**config.mk**
```make
export PLATFORM = sky130hd
export DESIGN_NAME = multi_queue_linked_list_manager_top
export DESIGN_NICKNAME = d
export VERILOG_FILES = /design/src/rtl/mqll_pkg.sv /design/src/rtl/multi_queue_linked_list_manager_top.sv /design/src/rtl/mqll_ctrl.sv /design/src/rtl/mqll_datapath.sv
export SDC_FILE = /design/constraint.sdc
export NUM_CORES = 2
export LEC_CHECK = 0
export BUFFER_PORTS_ARGS = -buffer_cell sky130_fd_sc_hd__buf_2
export CAP_MARGIN = 20
export CORE_MARGIN = 1.5
export CORE_UTILIZATION = 60
export CTS_CLUSTER_SIZE = 8
export DETAILED_ROUTE_END_ITERATION = 6
export PLACE_DENSITY = 0.82
export SYNTH_ARGS = -nofsm -noshare
export SYNTH_HDL_FRONTEND = slang
export SYNTH_SLANG_ARGS = --single-unit
export TNS_END_PERCENT = 30
```
**constraint.sdc**
```tcl
create_clock -name clk -period 10.45 [get_ports clk]
set_clock_uncertainty 0.1 [all_clocks]
set_input_delay 2.09 -clock clk [delete_from_list [all_inputs] [get_ports clk]]
set_output_delay 2.09 -clock clk [all_outputs]
set_load 0.02 [all_outputs]
```
**src/rtl/mqll_pkg.sv**
```systemverilog
// Shared types and constants for the multi-queue linked list manager.
package mqll_pkg;

    localparam int DEF_THREADS = 64;

    typedef enum logic [1:0] {
        MODE_ENQ  = 2'd0,
        MODE_DEQ  = 2'd1,
        MODE_REM  = 2'd2,
        MODE_NONE = 2'd3
    } mode_t;

    typedef enum logic [2:0] {
        ST_CLEAR,
        ST_IDLE,
        ST_EXEC1,
        ST_EXEC2,
        ST_WAIT
    } state_t;

    typedef struct packed {
        logic clr_step;
        logic accept;
        logic enq_wr;
        logic rem_wr1;
        logic rem_wr2;
        logic deq_rd;
        logic deq_wr;
        logic load_out;
    } ctl_cmd_t;

    typedef struct packed {
        mode_t op;
        logic  clr_last;
        logic  out_free;
    } ctl_stat_t;

endpackage

```
**src/rtl/multi_queue_linked_list_manager_top.sv**
```systemverilog
// Top level of the multi-queue linked list manager: controller plus table datapath.
//
//   channel | direction | handshake           | payload
//   --------+-----------+---------------------+-----------------------------------
//   in      | input     | in_valid / in_stall | mode, queue_id, thread_id
//   out     | output    | out_valid/out_stall | popped_thread, queue_was_empty
//
// After reset a clearing pass writes the sentinel through all tables, with
// in_stall high.
// An enqueue or an unknown mode finishes in the state after acceptance; a
// dequeue or remove needs a second execute state, set by the registered table
// reads and the dependent second read or write.
// One item is worked at a time; a result held by out_stall keeps the block in
// its wait state, and in_stall stays high until the result register frees.
module multi_queue_linked_list_manager_top #(
    parameter int THREADS = mqll_pkg::DEF_THREADS
) (
    input  logic                                clk,
    input  logic                                rst_n,
    input  logic                                in_valid,
    output logic                                in_stall,
    input  logic [1:0]                          mode,
    input  logic [$clog2(THREADS + 1) - 1:0]    queue_id,
    input  logic [$clog2(THREADS) - 1:0]        thread_id,
    output logic                                out_valid,
    input  logic                                out_stall,
    output logic [$clog2(THREADS + 1) - 1:0]    popped_thread,
    output logic                                queue_was_empty
);
    import mqll_pkg::*;

    ctl_cmd_t  cmd;
    ctl_stat_t stat;

    mqll_ctrl u_ctrl (
        .clk      (clk),
        .rst_n    (rst_n),
        .in_valid (in_valid),
        .in_stall (in_stall),
        .stat     (stat),
        .cmd      (cmd)
    );

    mqll_datapath #(
        .THREADS (THREADS)
    ) u_datapath (
        .clk             (clk),
        .rst_n           (rst_n),
        .cmd             (cmd),
        .stat            (stat),
        .mode            (mode),
        .queue_id        (queue_id),
        .thread_id       (thread_id),
        .out_stall       (out_stall),
        .out_valid       (out_valid),
        .popped_thread   (popped_thread),
        .queue_was_empty (queue_was_empty)
    );

endmodule

```
**src/rtl/mqll_ctrl.sv**
```systemverilog
// Controller state machine: sequences clearing, table reads, writes and result load.
module mqll_ctrl (
    input  logic                 clk,
    input  logic                 rst_n,
    input  logic                 in_valid,
    output logic                 in_stall,
    input  mqll_pkg::ctl_stat_t  stat,
    output mqll_pkg::ctl_cmd_t   cmd
);
    import mqll_pkg::*;

    state_t state_reg;
    state_t state_next;

    always_ff @(posedge clk or negedge rst_n)
    begin
        if (!rst_n)
        begin
            state_reg <= ST_CLEAR;
        end
        else
        begin
            state_reg <= state_next;
        end
    end

    assign in_stall = (state_reg != ST_IDLE);

    always_comb
    begin
        cmd        = '0;
        state_next = state_reg;
        unique case (state_reg)
            ST_CLEAR:
            begin
                cmd.clr_step = 1'b1;
                if (stat.clr_last)
                begin
                    state_next = ST_IDLE;
                end
            end
            ST_IDLE:
            begin
                if (in_valid)
                begin
                    cmd.accept = 1'b1;
                    state_next = ST_EXEC1;
                end
            end
            ST_EXEC1:
            begin
                unique case (stat.op)
                    MODE_ENQ:
                    begin
                        cmd.enq_wr = 1'b1;
                        // finish here: load result if the output slot frees
                        cmd.load_out = stat.out_free;
                        state_next   = stat.out_free ? ST_IDLE : ST_WAIT;
                    end
                    MODE_DEQ:
                    begin
                        cmd.deq_rd = 1'b1;
                        state_next = ST_EXEC2;
                    end
                    MODE_REM:
                    begin
                        cmd.rem_wr1 = 1'b1;
                        state_next  = ST_EXEC2;
                    end
                    MODE_NONE:
                    begin
                        cmd.load_out = stat.out_free;
                        state_next   = stat.out_free ? ST_IDLE : ST_WAIT;
                    end
                endcase
            end
            ST_EXEC2:
            begin
                cmd.deq_wr   = (stat.op == MODE_DEQ);
                cmd.rem_wr2  = (stat.op == MODE_REM);
                cmd.load_out = stat.out_free;
                state_next   = stat.out_free ? ST_IDLE : ST_WAIT;
            end
            ST_WAIT:
            begin
                // hold the result until the output slot frees
                cmd.load_out = stat.out_free;
                if (stat.out_free)
                begin
                    state_next = ST_IDLE;
                end
            end
            default:
            begin
                state_next = ST_CLEAR;
            end
        endcase
    end

endmodule

```
**src/rtl/mqll_datapath.sv**
```systemverilog
// Datapath: head, tail, prev and next tables, item registers and result register.
module mqll_datapath #(
    parameter int THREADS = mqll_pkg::DEF_THREADS
) (
    input  logic                                clk,
    input  logic                                rst_n,
    input  mqll_pkg::ctl_cmd_t                  cmd,
    output mqll_pkg::ctl_stat_t                 stat,
    input  logic [1:0]                          mode,
    input  logic [$clog2(THREADS + 1) - 1:0]    queue_id,
    input  logic [$clog2(THREADS) - 1:0]        thread_id,
    input  logic                                out_stall,
    output logic                                out_valid,
    output logic [$clog2(THREADS + 1) - 1:0]    popped_thread,
    output logic                                queue_was_empty
);
    import mqll_pkg::*;

    localparam int NUM_QUEUES = THREADS + 1;
    localparam int QW         = $clog2(THREADS + 1);
    localparam int TW         = $clog2(THREADS);
    localparam logic [QW-1:0] NIL = QW'(THREADS);

    function automatic logic is_thread(input logic [QW-1:0] v);
        return (v < NIL);
    endfunction

    // tables
    logic [QW-1:0] head_mem [NUM_QUEUES];
    logic [QW-1:0] tail_mem [NUM_QUEUES];
    logic [QW-1:0] prev_mem [THREADS];
    logic [QW-1:0] next_mem [THREADS];

    logic [QW-1:0] head_rd;
    logic [QW-1:0] tail_rd;
    logic [QW-1:0] prev_rd;
    logic [QW-1:0] next_rd;

    // item registers
    mode_t         mode_reg;
    logic [QW-1:0] q_reg;
    logic [TW-1:0] t_reg;
    logic [QW-1:0] first_reg;

    logic [QW-1:0] clr_cnt_reg;
    logic [QW-1:0] clr_cnt_next;

    logic          out_valid_reg;
    logic          out_valid_next;
    logic [QW-1:0] popped_reg;
    logic          empty_reg;

    logic          q_ok;
    logic          item_ok;
    logic [QW-1:0] t_val;
    logic [QW-1:0] p_norm;
    logic [QW-1:0] n_norm;
    logic [QW-1:0] after_norm;
    logic          first_ok;

    logic          head_we;
    logic [QW-1:0] head_waddr;
    logic [QW-1:0] head_wdata;
    logic          tail_we;
    logic [QW-1:0] tail_waddr;
    logic [QW-1:0] tail_wdata;
    logic          prev_we;
    logic [TW-1:0] prev_waddr;
    logic [QW-1:0] prev_wdata;
    logic          next_we;
    logic [TW-1:0] next_waddr;
    logic [QW-1:0] next_wdata;

    assign q_ok       = (q_reg <= NIL);
    assign item_ok    = q_ok && ({1'b0, t_reg} < (TW + 1)'(THREADS));
    assign t_val      = QW'(t_reg);
    assign p_norm     = is_thread(prev_rd) ? prev_rd : NIL;
    assign n_norm     = is_thread(next_rd) ? next_rd : NIL;
    assign after_norm = n_norm;
    assign first_ok   = q_ok && is_thread(first_reg);

    // head table writes
    always_comb
    begin
        head_we    = 1'b0;
        head_waddr = q_reg;
        head_wdata = NIL;
        if (cmd.clr_step)
        begin
            head_we    = 1'b1;
            head_waddr = clr_cnt_reg;
        end
        else if (cmd.enq_wr && item_ok && !is_thread(tail_rd))
        begin
            head_we    = 1'b1;
            head_wdata = t_val;
        end
        else if (cmd.rem_wr1 && item_ok && (head_rd == t_val))
        begin
            head_we    = 1'b1;
            head_wdata = n_norm;
        end
        else if (cmd.deq_wr && first_ok)
        begin
            head_we    = 1'b1;
            head_wdata = after_norm;
        end
    end

    // tail table writes
    always_comb
    begin
        tail_we    = 1'b0;
        tail_waddr = q_reg;
        tail_wdata = NIL;
        if (cmd.clr_step)
        begin
            tail_we    = 1'b1;
            tail_waddr = clr_cnt_reg;
        end
        else if (cmd.enq_wr && item_ok)
        begin
            tail_we    = 1'b1;
            tail_wdata = t_val;
        end
        else if (cmd.rem_wr1 && item_ok && (tail_rd == t_val))
        begin
            tail_we    = 1'b1;
            tail_wdata = p_norm;
        end
        else if (cmd.deq_wr && first_ok && !is_thread(after_norm))
        begin
            tail_we = 1'b1;
        end
    end

    // prev link writes; the thread's own links are cleared in the cycle after
    // its neighbors are patched so that the own-link write wins
    always_comb
    begin
        prev_we    = 1'b0;
        prev_waddr = t_reg;
        prev_wdata = NIL;
        if (cmd.clr_step)
        begin
            prev_we    = (clr_cnt_reg < NIL);
            prev_waddr = clr_cnt_reg[TW-1:0];
        end
        else if (cmd.enq_wr && item_ok && is_thread(tail_rd))
        begin
            prev_we    = 1'b1;
            prev_wdata = tail_rd;
        end
        else if (cmd.rem_wr1 && item_ok && is_thread(n_norm))
        begin
            prev_we    = 1'b1;
            prev_waddr = n_norm[TW-1:0];
            prev_wdata = p_norm;
        end
        else if (cmd.rem_wr2 && item_ok)
        begin
            prev_we = 1'b1;
        end
        else if (cmd.deq_wr && first_ok && is_thread(after_norm))
        begin
            prev_we    = 1'b1;
            prev_waddr = after_norm[TW-1:0];
        end
    end

    // next link writes
    always_comb
    begin
        next_we    = 1'b0;
        next_waddr = t_reg;
        next_wdata = NIL;
        if (cmd.clr_step)
        begin
            next_we    = (clr_cnt_reg < NIL);
            next_waddr = clr_cnt_reg[TW-1:0];
        end
        else if (cmd.enq_wr && item_ok && is_thread(tail_rd))
        begin
            next_we    = 1'b1;
            next_waddr = tail_rd[TW-1:0];
            next_wdata = t_val;
        end
        else if (cmd.rem_wr1 && item_ok && is_thread(p_norm))
        begin
            next_we    = 1'b1;
            next_waddr = p_norm[TW-1:0];
            next_wdata = n_norm;
        end
        else if (cmd.rem_wr2 && item_ok)
        begin
            next_we = 1'b1;
        end
        else if (cmd.deq_wr && first_ok)
        begin
            next_we    = 1'b1;
            next_waddr = first_reg[TW-1:0];
        end
    end

    always_ff @(posedge clk)
    begin
        if (head_we)
        begin
            head_mem[head_waddr] <= head_wdata;
        end
        if (cmd.accept)
        begin
            head_rd <= head_mem[queue_id];
        end
    end

    always_ff @(posedge clk)
    begin
        if (tail_we)
        begin
            tail_mem[tail_waddr] <= tail_wdata;
        end
        if (cmd.accept)
        begin
            tail_rd <= tail_mem[queue_id];
        end
    end

    always_ff @(posedge clk)
    begin
        if (prev_we)
        begin
            prev_mem[prev_waddr] <= prev_wdata;
        end
        if (cmd.accept)
        begin
            prev_rd <= prev_mem[thread_id];
        end
    end

    always_ff @(posedge clk)
    begin
        if (next_we)
        begin
            next_mem[next_waddr] <= next_wdata;
        end
        if (cmd.accept)
        begin
            next_rd <= next_mem[thread_id];
        end
        else if (cmd.deq_rd)
        begin
            // follow the popped head to its successor
            next_rd <= next_mem[head_rd[TW-1:0]];
        end
    end

    // item and result payload
    always_ff @(posedge clk)
    begin
        if (cmd.accept)
        begin
            mode_reg <= mode_t'(mode);
            q_reg    <= queue_id;
            t_reg    <= thread_id;
        end
        if (cmd.deq_rd)
        begin
            first_reg <= head_rd;
        end
        if (cmd.load_out)
        begin
            popped_reg <= ((mode_reg == MODE_DEQ) && first_ok) ? first_reg : NIL;
            empty_reg  <= (mode_reg == MODE_DEQ) && !first_ok;
        end
    end

    assign clr_cnt_next   = cmd.clr_step ? (clr_cnt_reg + QW'(1)) : clr_cnt_reg;
    assign out_valid_next = cmd.load_out || (out_valid_reg && out_stall);

    always_ff @(posedge clk or negedge rst_n)
    begin
        if (!rst_n)
        begin
            clr_cnt_reg   <= '0;
            out_valid_reg <= 1'b0;
        end
        else
        begin
            clr_cnt_reg   <= clr_cnt_next;
            out_valid_reg <= out_valid_next;
        end
    end

    assign stat.op       = mode_reg;
    assign stat.clr_last = (clr_cnt_reg == NIL);
    assign stat.out_free = !out_valid_reg || !out_stall;

    assign out_valid       = out_valid_reg;
    assign popped_thread   = popped_reg;
    assign queue_was_empty = empty_reg;

endmodule

```
==> impl_metrics.py <==
metrics = {
    "global_route": {
        "antenna_found_initial": 5,
        "grt_pass1_vias": 42872,
        "grt_max_degree": 156,
        "grt_usage": 0.314,
        "grt_pass1_wl_um": 296000,
        "gr-total-overflow": 0,
    },
    "synthesis": {
        "synthCells": 3800,
        "syn_avg_cell_area_um2": 20.4,
        "synthFlopType": "edfxtp_1",
        "synth_warnings": 0,
        "synth_seq_cells": 1875,
        "ys_async_sr_fraction": 0.00587,
        "synth_area_mm2": 0.0774,
        "synthesis.nets": 3824,
        "synth_area_leader_cell": "edfxtp_1",
        "yosysMostFrequentCell": "edfxtp_1",
        "synth_top_area_frac": 0.723,
        "synth_seq_area_share": 0.727,
        "ys_types": 68,
        "synth_area_leaders": "edfxtp_1 72%, mux4_2 18%, mux2i_1 1.7%",
        "synth-edff-count": 1864,
        "synth_commonest_cells": "1864 x edfxtp_1, 602 x mux4_2, 306 x nor2_1",
    },
    "critical_path": {
        "required_ns": 10.94,
        "cp-end-kind": "register",
        "crit_type": "in2reg",
        "crit_path_max_fanout": 153,
        "crit_path_start_kind": "primary input",
        "r2r_slack_ns": 5.58,
        "rr_endpoint": "u_datapath.next_mem[10][3]$_DFFE_PP_",
        "worstRegToRegCells": 7,
        "timing.rr.start": "u_datapath.q_reg[0]$_DFFE_PP_",
        "critPathArrivalTime_ns": 5.54,
    },
    "timing": {
        "relSlewSlack": 0.237,
        "rsz0062_at_grt": "no",
        "hold_viol": 0,
        "worstMarginPinSlew_ns": 1.14,
        "period_share": 0.484,
        "final.setup.tns_ns": 0,
        "min_period_ns": 5.05,
        "slew_violations": 0,
        "holdWs_ns": 0.470,
        "clock.fmax_mhz": 198,
        "fin_ws_ns": 5.40,
        "setup_violations": 0,
    },
    "cts": {
        "cts_root_buf": "clkbuf_16",
        "clock_sinks": 1875,
        "post_cts_buffers": 0,
        "cts_htree_levels": 5,
        "numCtsBuffers": 284,
        "clk_path_buf_depth": 4,
        "cts.reportedPaths.clkPinSlew_ns": 0.05,
        "cts_tree": "done",
        "hold_buffers": 0,
        "clk_latency_ns": 0.91,
        "ctsResizeCount": 0,
    },
    "run": {
        "drv_cap": 0,
    },
    "placement": {
        "place_hpwl_um": 110000,
        "dp_slack_ns": 4.68,
        "numPortBuffers": 28,
        "gp_congestion": 0.944,
        "placed_cell_area_mm2": 0.0793,
    },
    "route": {
        "wirelength_um": 203000,
        "wl_per_cell_um": 36.1,
        "via_per_inst": 7.47,
        "drc": 0,
        "first_pass_iters": 7,
        "postRouteAntennaNets": 0,
        "drt_iter0_markers": 6552,
        "num_vias": 42091,
    },
    "floorplan": {
        "start_util": 0.606,
        "fp.dieH_um": 362,
        "die_area_mm2": 0.131,
        "fp-row-count": 131,
        "io_pins": 29,
        "fp.dieW_um": 362,
        "coreArea_mm2": 0.128,
    },
    "run_status": {
        "status": "finished, final reports clean",
    },
    "final_layout": {
        "layout-drive-gt1-share": 0.270,
        "final.fill_count": 7204,
        "largestRegisters": "u_datapath.head_mem (455), u_datapath.tail_mem (455)",
        "final_cell_area_mm2": 0.0870,
        "fin_nets": 3971,
        "area_delta_synth_final_pct": 12.4,
    },
    "worst_hold_path": {
        "hold_class": "reg2reg",
        "min_to": "u_datapath.tail_rd[6]$_DFFE_PP_",
        "min_path_cells": 2,
        "hold_start": "u_datapath.tail_mem[64][6]$_DFFE_PP_",
    },
    "power_and_ir_drop": {
        "power.leakage_uw": 0.0255,
        "p_per_area_mw_per_mm2": 221,
        "peakVddDrop_uv": 335,
    },
}
==> final cells by class <==
class	instances	area, µm²	share of cell area
diodes	4	10.0	0.000115
clock buffers	299	7290	0.0838
clock inverters	10	106	0.00122
inverters	12	45.0	0.000518
multi-input cells	1684	20300	0.233
flip-flops and latches	1875	56200	0.647
well taps	1662	2080	0.0239
repair buffers	90	907	0.0104
==> routing by layer <==
metal | up-vias | wire, µm | GRT usage
met5 | - | 32 | 0
met4 | 6 | 9610 | 0.134
met3 | 705 | 25500 | 0.0865
met2 | 3630 | 98600 | 0.497
met1 | 21637 | 69500 | 0.416
li1 | 16113 | - | -
==> stage by stage <==
stage	util	total power, µW	cells
after floorplan	-	10400	3800
after global placement	0.621	11100	5307
after detailed placement	0.621	11200	5309
after CTS	0.679	19200	5618
after global routing	0.681	19600	5632
final	0.681	19200	5636
==> worst max-delay path by stage <==
stage,from,end
floorplan,queue_id[0],u_datapath.head_rd[0]$_DFFE_PP_
global placement,queue_id[0],u_datapath.head_rd[2]$_DFFE_PP_
detailed placement,thread_id[1],u_datapath.next_rd[3]$_DFFE_PP_
CTS,u_datapath.q_reg[0]$_DFFE_PP_,u_datapath.next_mem[10][0]$_DFFE_PP_
global route,thread_id[1],u_datapath.next_rd[3]$_DFFE_PP_
finish,thread_id[1],u_datapath.next_rd[3]$_DFFE_PP_
==> where the power goes <==
part / leakage, µW / switching (µW) / internal (µW) / total [µW]
Combinational: 0.00641 / 1470 / 638 / 2110
Sequential: 0.0155 / 249 / 8890 / 9140
Clock: 0.00364 / 3090 / 4860 / 7950
==> cell families after synthesis <==
kind of cell / synth area share
compound gates: 0.0236
xor+xnor: 0.00204
fa+ha+maj: 0.000809
buf+inv: 0.0124
flops: 0.727
mux: 0.197
simple gates: 0.0369
==> critical path, cell delays in order <==
cell       delay (ns)
buf_8            0.43
buf_12           0.70
nand2_1          0.36
nor2_1           0.78
a22oi_1          0.21
o2111ai_1        0.13
o22ai_1          0.14
a311oi_1         0.30
o311ai_0         0.17
==> placed cells by master, fill, tap and decap left out, drive strengths merged, types with 15 or more instances in the layout <==
master	count
nor3	15
mux4	602
a22oi	39
nand3	77
a211oi	17
nor2	307
a21oi	42
o21ai	39
buf	90
mux2	34
nor2b	28
o22ai	15
or3	15
mux2i	132
edfxtp	1864
clkbuf	299
o2111ai	23
inv	18
nand2	129
No activity file was read; power rests on OpenSTA's default activity.
